$ cat config.mk
export PLATFORM = sky130hd
export DESIGN_NAME = flv_tag_header_parser_flat
export DESIGN_NICKNAME = d
export VERILOG_FILES = /design/src/rtl/fthp_pkg.sv /design/src/rtl/fthp_if.sv /design/src/rtl/fthp_core.sv /design/src/rtl/flv_tag_header_parser.sv /design/src/flat_wrapper.sv
export SDC_FILE = /design/constraint.sdc
export NUM_CORES = 1
export LEC_CHECK = 0
export BUFFER_PORTS_ARGS = -buffer_cell sky130_fd_sc_hd__buf_4
export CORE_UTILIZATION = 57
export DETAILED_ROUTE_END_ITERATION = 8
export GPL_ROUTABILITY_DRIVEN = 1
export PLACE_DENSITY = 0.79
export SLEW_MARGIN = 20
export SYNTH_ARGS = -nofsm -noshare
export SYNTH_HDL_FRONTEND = slang
export SYNTH_HIERARCHICAL = 1
export SYNTH_SLANG_ARGS = --single-unit
$ cat constraint.sdc
create_clock -name clk_i -period 7.95 [get_ports clk_i]
set_input_delay 1.59 -clock clk_i [delete_from_list [all_inputs] [get_ports clk_i]]
set_output_delay 1.59 -clock clk_i [all_outputs]
set_load 0.02 [all_outputs]
$ cat src/rtl/fthp_pkg.sv
// ----------------------------------------------------------------------------
// fthp_pkg
// Shared constants and types for the FLV tag header parser.
// ----------------------------------------------------------------------------
package fthp_pkg;

  // Byte counts of the FLV container layout
  localparam int unsigned SkipStart  = 13;  // file header plus first previous-tag-size
  localparam int unsigned HdrLen     = 11;  // tag header length
  localparam int unsigned TrailerLen = 4;   // previous-tag-size after each body

  // Datapath widths
  localparam int unsigned SkipW = 25;
  localparam int unsigned FillW = 4;
  localparam int unsigned LenW  = 24;

  // One decoded tag header
  typedef struct packed {
    logic [7:0]      tag_type;
    logic [LenW-1:0] body_length;
    logic [31:0]     tag_time;
    logic [23:0]     stream_number;
  } tag_hdr_t;

endpackage

$ cat src/rtl/fthp_if.sv
// ----------------------------------------------------------------------------
// fthp_if
// Valid/ready channels of the FLV tag header parser: the raw byte stream
// and the decoded tag header stream.
// ----------------------------------------------------------------------------
interface fthp_byte_if;
  logic       valid;
  logic       ready;
  logic [7:0] stream_byte;

  modport source (output valid, output stream_byte, input ready);
  modport sink   (input valid, input stream_byte, output ready);
endinterface

interface fthp_tag_if;
  logic        valid;
  logic        ready;
  logic [7:0]  tag_type;
  logic [23:0] body_length;
  logic [31:0] tag_time;
  logic [23:0] stream_number;

  modport source (output valid, output tag_type, output body_length,
                  output tag_time, output stream_number, input ready);
  modport sink   (input valid, input tag_type, input body_length,
                  input tag_time, input stream_number, output ready);
endinterface

$ cat src/rtl/fthp_core.sv
// ----------------------------------------------------------------------------
// fthp_core
// Skip countdown, header capture store and header decode. Advances by one
// byte on each step; flags the byte that completes a tag header.
// ----------------------------------------------------------------------------
module fthp_core (
  input  logic                clk_i,
  input  logic                rst_ni,
  input  logic                step_i,
  input  logic [7:0]          byte_i,
  output logic                emit_o,
  output fthp_pkg::tag_hdr_t  hdr_o
);

  logic [fthp_pkg::SkipW-1:0] skip_q, skip_d;
  logic                       coll_q, coll_d;
  logic [fthp_pkg::FillW-1:0] fill_q, fill_d;
  logic [fthp_pkg::FillW-1:0] fill_eff;
  logic                       last_byte;
  // last header byte is taken straight from the input, so one entry less
  logic [7:0]                 hb_q [fthp_pkg::HdrLen-1];

  // Out-of-range fill restarts capture at byte 0
  assign fill_eff  = (fill_q >= fthp_pkg::FillW'(fthp_pkg::HdrLen)) ? '0 : fill_q;
  assign last_byte = coll_q && (fill_eff == fthp_pkg::FillW'(fthp_pkg::HdrLen - 1));
  assign emit_o    = last_byte;

  // Header decode, big-endian fields
  always_comb begin
    hdr_o.tag_type      = hb_q[0];
    hdr_o.body_length   = {hb_q[1], hb_q[2], hb_q[3]};
    hdr_o.tag_time      = {hb_q[7], hb_q[4], hb_q[5], hb_q[6]};
    hdr_o.stream_number = {hb_q[8], hb_q[9], byte_i};
  end

  // Next state
  always_comb begin
    skip_d = skip_q;
    coll_d = coll_q;
    fill_d = fill_q;
    if (!coll_q) begin
      if (skip_q > fthp_pkg::SkipW'(1)) begin
        skip_d = skip_q - fthp_pkg::SkipW'(1);
      end else begin
        skip_d = '0;
        coll_d = 1'b1;
        fill_d = '0;
      end
    end else if (last_byte) begin
      fill_d = '0;
      coll_d = 1'b0;
      skip_d = {1'b0, hdr_o.body_length} + fthp_pkg::SkipW'(fthp_pkg::TrailerLen);
    end else begin
      fill_d = fill_eff + fthp_pkg::FillW'(1);
    end
  end

  // Control state
  always_ff @(posedge clk_i or negedge rst_ni) begin
    if (!rst_ni) begin
      skip_q <= fthp_pkg::SkipW'(fthp_pkg::SkipStart);
      coll_q <= 1'b0;
      fill_q <= '0;
    end else if (step_i) begin
      skip_q <= skip_d;
      coll_q <= coll_d;
      fill_q <= fill_d;
    end
  end

  // Capture store, written at the fill position
  always_ff @(posedge clk_i) begin
    if (step_i && coll_q && !last_byte) begin
      hb_q[fill_eff] <= byte_i;
    end
  end

  // Fill never runs past the header length
  assert property (@(posedge clk_i) disable iff (!rst_ni)
    fill_q < fthp_pkg::FillW'(fthp_pkg::HdrLen))
    else $error("fthp_core: fill count out of range");

  // Fill stays at zero while skipping
  assert property (@(posedge clk_i) disable iff (!rst_ni)
    !coll_q |-> fill_q == '0)
    else $error("fthp_core: fill count nonzero while skipping");

  // A completed header leaves a skip of at least the trailer length
  assert property (@(posedge clk_i) disable iff (!rst_ni)
    step_i && emit_o |=> !coll_q && skip_q >= fthp_pkg::SkipW'(fthp_pkg::TrailerLen))
    else $error("fthp_core: bad skip after header");

endmodule

$ cat src/rtl/flv_tag_header_parser.sv
// ----------------------------------------------------------------------------
// flv_tag_header_parser
// FLV tag header extractor: byte stream in, one decoded tag header out
// per tag.
// ----------------------------------------------------------------------------
// Usage:
//   byte_i carries the FLV file one byte per transaction (valid/ready).
//   The first 13 bytes (file header and first previous-tag-size) are
//   dropped. Each following 11-byte tag header yields one transaction on
//   tag_o with tag type, body length, timestamp and stream id; the body
//   and its trailing previous-tag-size are then skipped by countdown.
//   Path: the last header byte passes the input register, then the result
//   register, before tag_o.valid rises.
//   Throughput: one byte per cycle, by the countdown and capture step
//   between the two registers, unless tag_o stalls a completing byte.
//   Reset: asynchronous, active low; the parser restarts at the file
//   header and both registers empty.
//   Stall: while tag_o holds a result that is not taken, bytes that do not
//   complete a header still flow; the byte that completes the next header
//   waits in the input register, and byte_i.ready drops behind it.
// ----------------------------------------------------------------------------
module flv_tag_header_parser (
  input  logic          clk_i,
  input  logic          rst_ni,
  fthp_byte_if.sink     byte_i,
  fthp_tag_if.source    tag_o
);

  logic               in_vld_q;
  logic [7:0]         in_byte_q;
  logic               out_vld_q;
  fthp_pkg::tag_hdr_t out_hdr_q;
  fthp_pkg::tag_hdr_t hdr;
  logic               emit;
  logic               adv;

  fthp_core u_core (
    .clk_i  (clk_i),
    .rst_ni (rst_ni),
    .step_i (adv),
    .byte_i (in_byte_q),
    .emit_o (emit),
    .hdr_o  (hdr)
  );

  // Process the buffered byte unless its result has nowhere to go
  assign adv          = in_vld_q && (!emit || !out_vld_q || tag_o.ready);
  assign byte_i.ready = !in_vld_q || adv;

  // Input register
  always_ff @(posedge clk_i or negedge rst_ni) begin
    if (!rst_ni) begin
      in_vld_q <= 1'b0;
    end else if (byte_i.ready) begin
      in_vld_q <= byte_i.valid;
    end
  end

  always_ff @(posedge clk_i) begin
    if (byte_i.ready && byte_i.valid) begin
      in_byte_q <= byte_i.stream_byte;
    end
  end

  // Result register
  always_ff @(posedge clk_i or negedge rst_ni) begin
    if (!rst_ni) begin
      out_vld_q <= 1'b0;
    end else if (adv && emit) begin
      out_vld_q <= 1'b1;
    end else if (tag_o.ready) begin
      out_vld_q <= 1'b0;
    end
  end

  always_ff @(posedge clk_i) begin
    if (adv && emit) begin
      out_hdr_q <= hdr;
    end
  end

  assign tag_o.valid         = out_vld_q;
  assign tag_o.tag_type      = out_hdr_q.tag_type;
  assign tag_o.body_length   = out_hdr_q.body_length;
  assign tag_o.tag_time      = out_hdr_q.tag_time;
  assign tag_o.stream_number = out_hdr_q.stream_number;

  // A buffered byte that is held back keeps its slot
  assert property (@(posedge clk_i) disable iff (!rst_ni)
    in_vld_q && !adv |=> in_vld_q && $stable(in_byte_q))
    else $error("flv_tag_header_parser: held byte lost");

  // A held-back byte is always a header-completing byte facing a full output
  assert property (@(posedge clk_i) disable iff (!rst_ni)
    in_vld_q && !adv |-> emit && out_vld_q && !tag_o.ready)
    else $error("flv_tag_header_parser: spurious stall");

  // A new result is loaded only when the slot frees up
  assert property (@(posedge clk_i) disable iff (!rst_ni)
    adv && emit |=> out_vld_q)
    else $error("flv_tag_header_parser: result dropped");

endmodule
$ cat src/flat_wrapper.sv
// flat-port wrapper written by rule: the top's interface ports become plain ports
module flv_tag_header_parser_flat 
  (clk_i, rst_ni, byte_i_valid, byte_i_stream_byte, byte_i_ready, tag_o_valid, tag_o_tag_type, tag_o_body_length, tag_o_tag_time, tag_o_stream_number, tag_o_ready);
  fthp_byte_if byte_i_i ();
  fthp_tag_if tag_o_i ();
  input  logic clk_i;
  input  logic rst_ni;
  input wire logic [$bits(byte_i_i.valid)-1:0] byte_i_valid;
  input wire logic [$bits(byte_i_i.stream_byte)-1:0] byte_i_stream_byte;
  output wire logic [$bits(byte_i_i.ready)-1:0] byte_i_ready;
  output wire logic [$bits(tag_o_i.valid)-1:0] tag_o_valid;
  output wire logic [$bits(tag_o_i.tag_type)-1:0] tag_o_tag_type;
  output wire logic [$bits(tag_o_i.body_length)-1:0] tag_o_body_length;
  output wire logic [$bits(tag_o_i.tag_time)-1:0] tag_o_tag_time;
  output wire logic [$bits(tag_o_i.stream_number)-1:0] tag_o_stream_number;
  input wire logic [$bits(tag_o_i.ready)-1:0] tag_o_ready;
  assign byte_i_i.valid = byte_i_valid;
  assign byte_i_i.stream_byte = byte_i_stream_byte;
  assign byte_i_ready = byte_i_i.ready;
  assign tag_o_valid = tag_o_i.valid;
  assign tag_o_tag_type = tag_o_i.tag_type;
  assign tag_o_body_length = tag_o_i.body_length;
  assign tag_o_tag_time = tag_o_i.tag_time;
  assign tag_o_stream_number = tag_o_i.stream_number;
  assign tag_o_i.ready = tag_o_ready;
  flv_tag_header_parser u_core (.clk_i(clk_i), .rst_ni(rst_ni), .byte_i(byte_i_i), .tag_o(tag_o_i));
endmodule
==> results.py, run 1 <==
metrics = {
    "sta": {
        "setup_viol": 0,
        "ratio_of_final_minimum_period_to_clock_period_pct": 49.9,
        "finalSetupTns_ns": 0,
        "unrepaired_setup_endpoints_after_global_routing": "false",
        "post-route-worst-setup-slack_ns": 3.98,
        "hold_viol_final": 0,
        "timing_worst_slew_pin_value_ns": 1.07,
        "max_freq_ghz": 0.252,
        "finClkSkew_ns": 0.00976,
        "slew_headroom_pct": 28.8,
        "min_period_ns": 3.97,
        "final-max-slew-violation-count": 0,
    },
    "clock_network": {
        "cts_buffers": 20,
        "clock-sinks": 208,
        "cts_root_buffer": "sky130_fd_sc_hd__clkbuf_16",
        "cts_repair_resize_count": 0,
        "worst_setup_hold_path_clk_slew_ns": 0.06,
        "clock_latency_ns": 0.50,
        "cts_hold_repair.buffers": 0,
        "cts_post_setup_buffers_inserted": 0,
        "cts_tree": "built",
        "cts.htree.levels": 1,
        "maximum_clock_insertion_buffer_count": 3,
    },
    "layout": {
        "final_layout_size_suffix_gt1_share_pct": 23.8,
        "num-nets-final": 614,
        "flow.area_growth_from_synthesis_pct": 19.1,
        "diodes": 0,
        "post-route-util_pct": 70.2,
        "fin_cells": 785,
    },
    "synth": {
        "syn_area_per_cell_um2": 16.0,
        "synth_enable_flop_cells": 176,
        "part_of_the_yosys_area_used_for_sequential_elements_pct": 77.8,
        "netlist_area_um2": 7830,
        "post_synth_num_cell_types": 59,
        "synth_top_area_share_pct": 67.5,
        "synthTopCellsByCount": "sky130_fd_sc_hd__edfxtp_1, sky130_fd_sc_hd__nand2_1, sky130_fd_sc_hd__dfrtp_1, sky130_fd_sc_hd__o21ai_0, sky130_fd_sc_hd__nor2_1",
        "dominant_cell_by_count_in_the_synthesized_netlist": "sky130_fd_sc_hd__edfxtp_1",
        "synth_top_family_by_area": "simple AND/OR/NAND/NOR gates",
        "main_flop_type_after_synthesis": "sky130_fd_sc_hd__edfxtp_1",
        "yosys-mux-area-fraction_pct": 0,
        "synth_nets": 508,
        "asyncSetResetFlopFracSynth_pct": 15.4,
        "synth-simple-area-share_pct": 10.1,
        "yosysWarningCount": 6,
        "synth_top_area_cell": "sky130_fd_sc_hd__edfxtp_1",
        "number_of_flip_flops_and_latches_in_the_synthesized_netlist": 208,
        "synth_fa_ha_area_share_pct": 1.12,
        "ys_top_cells_by_area": "sky130_fd_sc_hd__edfxtp_1, sky130_fd_sc_hd__dfrtp_1, sky130_fd_sc_hd__o21ai_0, sky130_fd_sc_hd__nand2_1, sky130_fd_sc_hd__xor2_1",
        "synthXorXnorAreaFrac_pct": 2.24,
        "syn_inst": 489,
        "complex_gate_fraction_of_the_synthesized_area_pct": 6.89,
    },
    "worst_setup_path": {
        "worst_ep_required_time_ns": 6.36,
        "critical_path_class": "reg2out",
        "crit_arrival_ns": 2.38,
        "end_kind": "output pin",
        "crit_path_launch": "u_core/u_core/fill_q[0]$_DFFE_PN0P_",
        "start_kind": "register",
        "r2r-start": "u_core/u_core/fill_q[0]$_DFFE_PN0P_",
        "critical_path_peak_fanout": 5,
    },
    "floorplan": {
        "die_width_um": 119,
        "fp.coreArea_um2": 13300,
        "die_area_um2": 14200,
        "i_o_pins": 102,
        "std_cell_rows": 42,
        "chipHeight_um": 119,
        "initial_core_util_pct": 58.9,
    },
    "global_route": {
        "grt_pass1_vias": 4407,
        "antenna_found_initial": 0,
        "largest_net_degree_at_the_start_of_global_routing": 86,
        "leftover_overflow_at_the_end_of_global_routing": 0,
        "grt_usage_pct": 22.8,
        "global_route_wire_length_before_repair_mm": 24.4,
    },
    "drt": {
        "first_iter_violations": 467,
        "postRouteWirelength_mm": 15.8,
        "detail_route.drc_violations": 0,
        "dr_total_vias": 4603,
        "route.detailed.vias_per_inst": 5.86,
        "postRouteAntennaNets": 0,
        "dr.pass1.iters": 5,
        "post_drt_wl_per_cell_um": 20.2,
    },
    "hold_path": {
        "hold_path_class": "reg2reg",
        "min_from": "u_core/u_core/hb_q[0][1]$_DFFE_PP_",
    },
    "place": {
        "io_buffers": 101,
        "dpl_worst_slack_ns": 4.13,
        "place.detailed.hpwl_mm": 10.3,
        "routabilityCongestion": 0.932,
        "cell_total_after_placement": 749,
    },
    "run_status": {
        "outcome": "finished clean",
    },
    "power": {
        "power_leakage_nw": 3.33,
        "design_power_total_w": 0.00222,
        "p_per_area_nw_per_um2": 238,
        "max_vdd_drop_v": 0.000205,
    },
    "flow_run": {
        "timing.max_cap.violations": 0,
    },
}
[cell usage in the layout (no fill, tap or decap), types with 6 or more instances in the layout]
master and n:
sky130_fd_sc_hd__dfrtp_1 29, sky130_fd_sc_hd__nand3_1 10, sky130_fd_sc_hd__nor4_1 6, sky130_fd_sc_hd__xnor2_1 8, sky130_fd_sc_hd__xor2_1 12, sky130_fd_sc_hd__buf_4 103
sky130_fd_sc_hd__edfxtp_1 176, sky130_fd_sc_hd__clkbuf_16 20, sky130_fd_sc_hd__o21ai_0 28, sky130_fd_sc_hd__nand4_1 10, sky130_fd_sc_hd__or3_1 6, sky130_fd_sc_hd__nand2_1 33
sky130_fd_sc_hd__nor2_1 22, sky130_fd_sc_hd__nor3_1 16, sky130_fd_sc_hd__a21oi_1 8, sky130_fd_sc_hd__and2_1 13, sky130_fd_sc_hd__inv_1 10, sky130_fd_sc_hd__ha_1 7
[sequential cells by signal, indices dropped and copies added (netlist names)]
| signal | count |
|---|---|
| u_core/u_core/coll_q | 1 |
| u_core/in_vld_q | 1 |
| u_core/in_byte_q | 8 |
| u_core/tag_o.valid | 1 |
| u_core/u_core/hb_q | 80 |
| u_core/tag_o.body_length | 24 |
| u_core/u_core/fill_q | 4 |
| u_core/u_core/skip_q | 25 |
| u_core/tag_o.tag_type | 8 |
| u_core/tag_o.stream_number | 24 |
| u_core/tag_o.tag_time | 32 |
[power by group]
part           internal [W]  switching, W  leakage [nW]
Clock              0.000473      0.000397         0.294
Combinational     0.0000373     0.0000514          1.04
Sequential          0.00121     0.0000452          2.00
[critical path, cell delays in order, from the launching register on]
cell and delay, ns:
sky130_fd_sc_hd__dfrtp_1 0.43, sky130_fd_sc_hd__o21ai_0 0.16, sky130_fd_sc_hd__and2_1 0.19, sky130_fd_sc_hd__ha_1 0.21
sky130_fd_sc_hd__nand3_1 0.18, sky130_fd_sc_hd__nor2_1 0.34, sky130_fd_sc_hd__nand4b_2 0.18, sky130_fd_sc_hd__buf_4 0.19
[layout make-up]
class / count / area (um2)
Inverter: 10 / 37.5
Fill cell: 836 / 3970
Clock inverter: 12 / 95.1
Multi-Input combinational cell: 252 / 1600
Timing Repair Buffer: 103 / 773
Sequential cell: 208 / 6090
Tap cell: 176 / 220
Clock buffer: 24 / 515
[metrics by stage]
stage          instance area, um2  hold slack [ns]
6_report                     9330            0.417
5_1_grt                      9330            0.419
4_1_cts                      9330            0.418
3_5_place_dp                 8720            0.405
3_3_place_gp                 8720            0.401
2_1_floorplan                7830            0.400
[cells by family (layout without fill, tap and decap cells)]
group | Yosys count | in the layout
DFF | 208 | 208
and+or+nand+nor | 146 | 146
AOI/OAI and AO/OA | 79 | 79
buffers and inverters | 29 | 149
xor gates and xnor gates | 20 | 20
adders and majority gates | 7 | 7
[final timing paths]
path	end	slack (ns)	cells after the start
setup / recovery	byte_i_ready	3.98	7
hold reg to reg	u_core/tag_o.tag_type[1]$_DFFE_PP_	0.42	0
max in group asynchronous	u_core/u_core/skip_q[3]$_DFFE_PN1P_	6.56	1
hold / removal	u_core/tag_o.tag_type[1]$_DFFE_PP_	0.42	0
setup reg to reg	u_core/u_core/skip_q[7]$_DFFE_PN0P_	4.53	11
min in group asynchronous	u_core/u_core/skip_q[19]$_DFFE_PN0P_	1.03	1
[layer usage]
| layer | GRT usage (%) | up-vias | wire (um) |
|---|---|---|---|
| met4 | 6.72 | 0 | 341 |
| met2 | 36.8 | 219 | 7560 |
| met5 | 0 | - | 0 |
| met1 | 32.6 | 2270 | 6710 |
| li1 | - | 2085 | - |
| met3 | 3.45 | 29 | 1230 |
Note: power is estimated with default switching activity, not from simulation.
==> run 2, diff against run 1 <==
ABC_AREA = 1   (was not set)
CORE_UTILIZATION = 52   (was 57)
PLACE_DENSITY = 0.75   (was 0.79)
clock period = 3.35 ns   (was 7.95 ns; I/O delays follow)
==> run 2 against run 1 <==
Sequential power is 140% higher. Die area is 16% higher. Register-to-register slack worse by 4.3 ns. Clock skew is 0.018 ns higher.
==> results.py, run 2 <==
metrics = {
    "drt": {
        "dr_total_vias": 5371,
        "route.detailed.vias_per_inst": 5.35,
        "first_iter_violations": 551,
        "dr.pass1.iters": 5,
        "postRouteAntennaNets": 0,
        "post_drt_wl_per_cell_um": 18.9,
        "detail_route.drc_violations": 0,
        "postRouteWirelength_mm": 19.0,
    },
    "power": {
        "max_vdd_drop_v": 0.000550,
        "power_leakage_nw": 3.92,
        "p_per_area_nw_per_um2": 572,
    },
    "worst_setup_path": {
        "crit_path_launch": "u_core/u_core/fill_q[0]$_DFFE_PN0P_",
        "crit_arrival_ns": 3.37,
        "end_kind": "register",
        "start_kind": "register",
        "critical_path_peak_fanout": 13,
        "critical_path_class": "reg2reg",
        "worst_ep_required_time_ns": 3.55,
        "r2r-start": "u_core/u_core/fill_q[0]$_DFFE_PN0P_",
    },
    "synth": {
        "dominant_cell_by_count_in_the_synthesized_netlist": "sky130_fd_sc_hd__edfxtp_1",
        "main_flop_type_after_synthesis": "sky130_fd_sc_hd__edfxtp_1",
        "syn_area_per_cell_um2": 12.8,
        "number_of_flip_flops_and_latches_in_the_synthesized_netlist": 208,
        "yosysWarningCount": 6,
        "netlist_area_um2": 8290,
        "synth_top_area_share_pct": 63.7,
        "part_of_the_yosys_area_used_for_sequential_elements_pct": 73.4,
        "synth_enable_flop_cells": 176,
        "synth_top_area_cell": "sky130_fd_sc_hd__edfxtp_1",
        "synthTopCellsByCount": "sky130_fd_sc_hd__edfxtp_1, sky130_fd_sc_hd__nand2_1, sky130_fd_sc_hd__nor2_1, sky130_fd_sc_hd__inv_1, sky130_fd_sc_hd__nand3_1",
        "synth_nets": 669,
        "asyncSetResetFlopFracSynth_pct": 15.4,
        "post_synth_num_cell_types": 33,
        "ys_top_cells_by_area": "sky130_fd_sc_hd__edfxtp_1, sky130_fd_sc_hd__dfrtp_1, sky130_fd_sc_hd__nand2_1, sky130_fd_sc_hd__nor2_1, sky130_fd_sc_hd__inv_1",
        "syn_inst": 650,
    },
    "floorplan": {
        "initial_core_util_pct": 54.0,
        "die_area_um2": 16500,
        "std_cell_rows": 45,
        "i_o_pins": 102,
        "fp.coreArea_um2": 15400,
        "die_width_um": 128,
        "chipHeight_um": 128,
    },
    "sta": {
        "max_freq_ghz": 0.316,
        "finalSetupTns_ns": 0,
        "finClkSkew_ns": 0.0274,
        "min_period_ns": 3.17,
        "unrepaired_setup_endpoints_after_global_routing": "false",
        "slew_headroom_pct": 54.2,
        "ratio_of_final_minimum_period_to_clock_period_pct": 94.6,
        "setup_viol": 0,
        "final-max-slew-violation-count": 0,
        "post-route-worst-setup-slack_ns": 0.181,
        "timing_worst_slew_pin_value_ns": 0.685,
        "hold_viol_final": 0,
    },
    "place": {
        "routabilityCongestion": 0.942,
        "place.detailed.hpwl_mm": 12.8,
        "io_buffers": 101,
        "dpl_worst_slack_ns": 0.367,
    },
    "layout": {
        "registers.top_by_ff_count": "u_core/u_core/hb_q",
        "largest_reg_flops": 80,
        "num-nets-final": 795,
        "post-route-util_pct": 66.1,
        "final_common_cell": "sky130_fd_sc_hd__edfxtp_1",
        "diodes": 0,
        "layout.cells.most_common_list": "sky130_fd_sc_hd__edfxtp_1, sky130_fd_sc_hd__nand2_1, sky130_fd_sc_hd__buf_4",
        "final_layout_size_suffix_gt1_share_pct": 24.0,
        "flow.area_growth_from_synthesis_pct": 22.4,
    },
    "clock_network": {
        "cts_root_buffer": "sky130_fd_sc_hd__clkbuf_16",
        "maximum_clock_insertion_buffer_count": 3,
        "cts_buffers": 22,
        "cts_hold_repair.buffers": 0,
        "cts_tree": "built",
        "cts_post_setup_buffers_inserted": 0,
        "clock_latency_ns": 0.51,
        "cts.htree.levels": 1,
        "clock-sinks": 208,
        "cts_repair_resize_count": 0,
        "worst_setup_hold_path_clk_slew_ns": 0.07,
    },
    "global_route": {
        "leftover_overflow_at_the_end_of_global_routing": 0,
        "largest_net_degree_at_the_start_of_global_routing": 33,
        "global_route_wire_length_before_repair_mm": 29.4,
        "grt_usage_pct": 24.1,
        "grt_pass1_vias": 5394,
        "antenna_found_initial": 0,
    },
    "run_status": {
        "outcome": "finished clean",
    },
    "flow_run": {
        "timing.max_cap.violations": 0,
    },
    "hold_path": {
        "hold_path_class": "in2async",
    },
}
[run 2: changes by cell type in the layout (fill, tap and decap cells not counted), sizes merged, moves of 7 or more]
cell | previous run | this run
a31oi | 1 | 11
and2 | 14 | 0
buf | 103 | 120
inv | 11 | 51
nand2 | 33 | 130
nand3 | 10 | 38
nor2 | 24 | 97
nor4 | 7 | 0
o21ai | 29 | 17
[run 2: kinds of logic after synthesis]
| logic type | share of synthesized area, % |
|---|---|
| AND/OR/NAND/NOR | 15.7 |
| XOR/XNOR | 2.01 |
| AO/OA/AOI/OAI | 4.03 |
| flip-flops | 73.4 |
| adder cells (fa/ha/maj) | 1.06 |
| buffers and inverters | 3.80 |
[run 2: per-layer routing]
layer	share of wire [%]	wire length [um]	up-vias	GRT usage, %
met1	43	8130	2610	32.9
li1	-	-	2502	-
met3	7.1	1340	32	4.42
met5	0	0	-	0
met4	2.3	443	0	7.54
met2	48	9040	227	39.5
[run 2: through the flow]
stage	hold slack (ns)	power, W	cells	instance area [um2]
final	0.109	0.00580	1003	10200
after global routing	0.132	0.00598	1003	10200
after CTS	0.109	0.00584	1003	10200
after detailed placement	0.405	0.00326	963	9370
after global placement	0.401	0.00325	963	9370
after floorplan	0.374	0.00317	650	8300
[run 2: area by class of cell]
type | count | area, um2
clock buffer | 24 | 558
clock inverter | 16 | 229
sequential | 208 | 6090
inverter | 52 | 199
multi-input combinational | 372 | 1890
tap | 211 | 264
timing repair buffer | 120 | 926
fill | 1097 | 5220
[run 2: worst max-delay path, cell delays in order (launching register included)]
cell and delay [ns]:
sky130_fd_sc_hd__dfrtp_1 0.39, sky130_fd_sc_hd__nand2_1 0.08, sky130_fd_sc_hd__nand2_1 0.07, sky130_fd_sc_hd__nand2_1 0.08, sky130_fd_sc_hd__inv_1 0.05, sky130_fd_sc_hd__nor2_1 0.22, sky130_fd_sc_hd__inv_1 0.11, sky130_fd_sc_hd__ha_1 0.21
sky130_fd_sc_hd__nand2_1 0.12, sky130_fd_sc_hd__nor2_1 0.10, sky130_fd_sc_hd__a31oi_1 0.41, sky130_fd_sc_hd__nand2_1 0.45, sky130_fd_sc_hd__nor3_1 0.31, sky130_fd_sc_hd__buf_4 0.23
[run 2: path summary, 6_finish.rpt]
check                           slack [ns]  cells after the start                                    to
worst min register to register        0.41                      0   u_core/tag_o.tag_time[24]$_DFFE_PP_
worst min-delay path                  0.11                      1  u_core/u_core/skip_q[15]$_DFFE_PN0P_
max in group asynchronous             2.90                      1   u_core/u_core/skip_q[0]$_DFFE_PN1P_
min in group clk_i                    0.33                      1         u_core/in_byte_q[4]$_DFFE_PP_
worst max register to register        0.18                     13    u_core/u_core/hb_q[8][3]$_DFFE_PP_
worst max-delay path                  0.18                     13    u_core/u_core/hb_q[8][3]$_DFFE_PP_
[run 2: report_power, final]
group / total [W] / leakage (nW) / internal (W) / switching (W)
clock network: 0.00260 / 0.380 / 0.00160 / 0.000994
logic: 0.000237 / 1.57 / 0.0000968 / 0.000140
registers: 0.00297 / 1.96 / 0.00287 / 0.000102
==> run 3, diff against run 2 <==
MAX_ROUTING_LAYER = met4   (was not set)
PLACE_DENSITY = 0.78   (was 0.75)
==> run 3 against run 2 <==
Highest routed layer unchanged. Routed wire length decreased by 2.6%. Final cell count decreased by 0.70%. Total power decreased by 6.2%. Clock skew decreased by 0.020 ns. Critical endpoint is now byte_i_ready. Die area unchanged. Hold slack improved by 0.018 ns.
==> results.py, run 3 (synthesis results as in run 2) <==
metrics = {
    "run_status": {
        "outcome": "finished clean",
    },
    "global_route": {
        "leftover_overflow_at_the_end_of_global_routing": 0,
        "global_route_wire_length_before_repair_mm": 28.7,
        "grt_pass1_vias": 5299,
        "grt_usage_pct": 24.1,
        "antenna_found_initial": 0,
        "largest_net_degree_at_the_start_of_global_routing": 80,
    },
    "worst_setup_path": {
        "start_kind": "register",
        "crit_family": "simple AND/OR/NAND/NOR gates",
        "r2r_end": "u_core/u_core/hb_q[7][4]$_DFFE_PP_",
        "worst_path_most_repeated_cell": "sky130_fd_sc_hd__nand2_1",
        "worst_path_max_delay_cell": "sky130_fd_sc_hd__dfrtp_1",
        "end_kind": "output pin",
        "worst_ep_required_time_ns": 2.68,
        "crit_arrival_ns": 2.22,
        "cp_slowest_stage_delay_ns": 0.39,
        "critPathBufInv": 2,
        "crit_path_launch": "u_core/u_core/fill_q[1]$_DFFE_PN0P_",
        "r2r-start": "u_core/u_core/fill_q[1]$_DFFE_PN0P_",
        "r2r_slack_ns": 0.54,
        "critical_path_class": "reg2out",
        "critical_path_peak_fanout": 3,
        "ff2ff_path_depth": 14,
        "crit_end": "byte_i_ready",
        "timing.critical_path.cells": "nand2_1 -> nand2_1 -> nand2_1 -> inv_1 -> nor2_1 -> ha_1 -> nand2_1 -> nor2_1 -> nand4_2 -> buf_4",
        "timing.critical_path.depth": 10,
    },
    "drt": {
        "dr.pass1.iters": 5,
        "postRouteWirelength_mm": 18.5,
        "postRouteAntennaNets": 0,
        "first_iter_violations": 554,
        "post_drt_wl_per_cell_um": 18.5,
        "dr_total_vias": 5381,
        "detail_route.drc_violations": 0,
        "route.detailed.vias_per_inst": 5.40,
    },
    "place": {
        "place.detailed.hpwl_mm": 12.5,
        "routabilityCongestion": 0.907,
        "dpl-instance-area_um2": 9330,
        "io_buffers": 101,
    },
    "sta": {
        "ratio_of_final_minimum_period_to_clock_period_pct": 86.2,
        "unrepaired_setup_endpoints_after_global_routing": "false",
        "setup_viol": 0,
        "hold_viol_final": 0,
        "timing_worst_slew_pin_value_ns": 0.687,
        "max_freq_ghz": 0.346,
        "finClkSkew_ns": 0.00773,
        "slew_headroom_pct": 54.1,
        "min_period_ns": 2.89,
        "final-max-slew-violation-count": 0,
        "finalSetupTns_ns": 0,
    },
    "power": {
        "power_leakage_nw": 3.84,
        "p_per_area_nw_per_um2": 545,
        "max_vdd_drop_v": 0.000561,
    },
    "clock_network": {
        "clock_latency_ns": 0.49,
        "cts_repair_resize_count": 0,
        "cts.htree.levels": 1,
        "clock-sinks": 208,
        "cts_hold_repair.buffers": 0,
        "cts_root_buffer": "sky130_fd_sc_hd__clkbuf_16",
        "cts_tree": "built",
        "maximum_clock_insertion_buffer_count": 3,
        "worst_setup_hold_path_clk_slew_ns": 0.06,
        "cts_post_setup_buffers_inserted": 0,
        "cts_buffers": 21,
    },
    "layout": {
        "registers.top_by_ff_count": "u_core/u_core/hb_q",
        "final_layout_size_suffix_gt1_share_pct": 23.3,
        "final_common_cell": "sky130_fd_sc_hd__edfxtp_1",
        "layout.cell_area.non_filler_um2": 9990,
        "diodes": 0,
        "num-nets-final": 791,
        "layout.cells.most_common_list": "sky130_fd_sc_hd__edfxtp_1, sky130_fd_sc_hd__nand2_1, sky130_fd_sc_hd__buf_4",
        "flow.area_growth_from_synthesis_pct": 20.4,
        "largest_reg_flops": 80,
        "post-route-util_pct": 65.0,
    },
    "floorplan": {
        "fp.coreArea_um2": 15400,
        "i_o_pins": 102,
        "initial_core_util_pct": 54.0,
        "chipHeight_um": 128,
        "die_area_um2": 16500,
        "die_width_um": 128,
        "std_cell_rows": 45,
    },
    "flow_run": {
        "timing.max_cap.violations": 0,
    },
    "hold_path": {
        "hold_path_class": "in2async",
    },
}
-- run 3: cell count changes in the layout (fill, tap and decap cells not counted), sizes merged --
cell | before | now
inv | 51 | 52
bufinv | 5 | 2
clkbuf | 24 | 26
buf | 120 | 117
clkinv | 10 | 6
-- run 3: worst reg2reg max path, cell delays in order (launching register included) --
cell                      delay, ns
sky130_fd_sc_hd__dfrtp_1       0.39
sky130_fd_sc_hd__nand2_1       0.09
sky130_fd_sc_hd__nand2_1       0.07
sky130_fd_sc_hd__nand2_1       0.06
sky130_fd_sc_hd__inv_1         0.05
sky130_fd_sc_hd__nor2_1        0.23
sky130_fd_sc_hd__inv_1         0.11
sky130_fd_sc_hd__ha_1          0.21
sky130_fd_sc_hd__nand2_1       0.11
sky130_fd_sc_hd__nor2_1        0.09
sky130_fd_sc_hd__a31oi_1       0.17
sky130_fd_sc_hd__buf_4         0.15
sky130_fd_sc_hd__nand2_1       0.29
sky130_fd_sc_hd__nor3_1        0.28
sky130_fd_sc_hd__buf_4         0.22
-- run 3: how the worst min path moves through the flow --
stage,slack [ns],depth (start not counted),endpoint
after floorplan,0.37,0,u_core/in_vld_q$_DFFE_PN0P_
after global placement,0.40,0,u_core/tag_o.tag_time[27]$_DFFE_PP_
after detailed placement,0.40,0,u_core/tag_o.tag_type[1]$_DFFE_PP_
after CTS,0.13,1,u_core/u_core/skip_q[20]$_DFFE_PN0P_
after global routing,0.15,1,u_core/u_core/skip_q[20]$_DFFE_PN0P_
final,0.13,1,u_core/u_core/skip_q[20]$_DFFE_PN0P_
-- run 3: cell type report --
type	count	area (um2)
clock inverters	10	109
inverters	52	199
clock buffers	26	544
flip-flops and latches	208	6090
fillers	1086	5390
repair buffers	117	891
well taps	211	264
multi-input cells	372	1890
-- run 3: stage by stage --
stage / setup slack (ns) / instances / hold WS (ns) / total power [W]
final: 0.464 / 996 / 0.126 / 0.00545
after global routing: 0.274 / 996 / 0.152 / 0.00562
after CTS: 0.478 / 996 / 0.133 / 0.00549
after detailed placement: 0.521 / 960 / 0.405 / 0.00326
after global placement: 0.738 / 960 / 0.402 / 0.00325
after floorplan: 0.334 / 650 / 0.374 / 0.00317
-- run 3: power by group --
| part | internal (W) | leakage (nW) | switching [W] |
|---|---|---|---|
| clock network | 0.00131 | 0.319 | 0.000923 |
| logic | 0.0000976 | 1.55 | 0.000141 |
| registers | 0.00287 | 1.96 | 0.000101 |
| total | 0.00428 | 3.84 | 0.00117 |
-- run 3: per-layer routing --
metal  vias up  global-route usage, %  part of all wire (%)
met5         -                      -                     0
met2       242                   38.1                    49
met1      2626                   31.7                    41
met4         0                   7.40                   1.9
li1       2483                      -                     -
met3        30                   4.92                   8.2
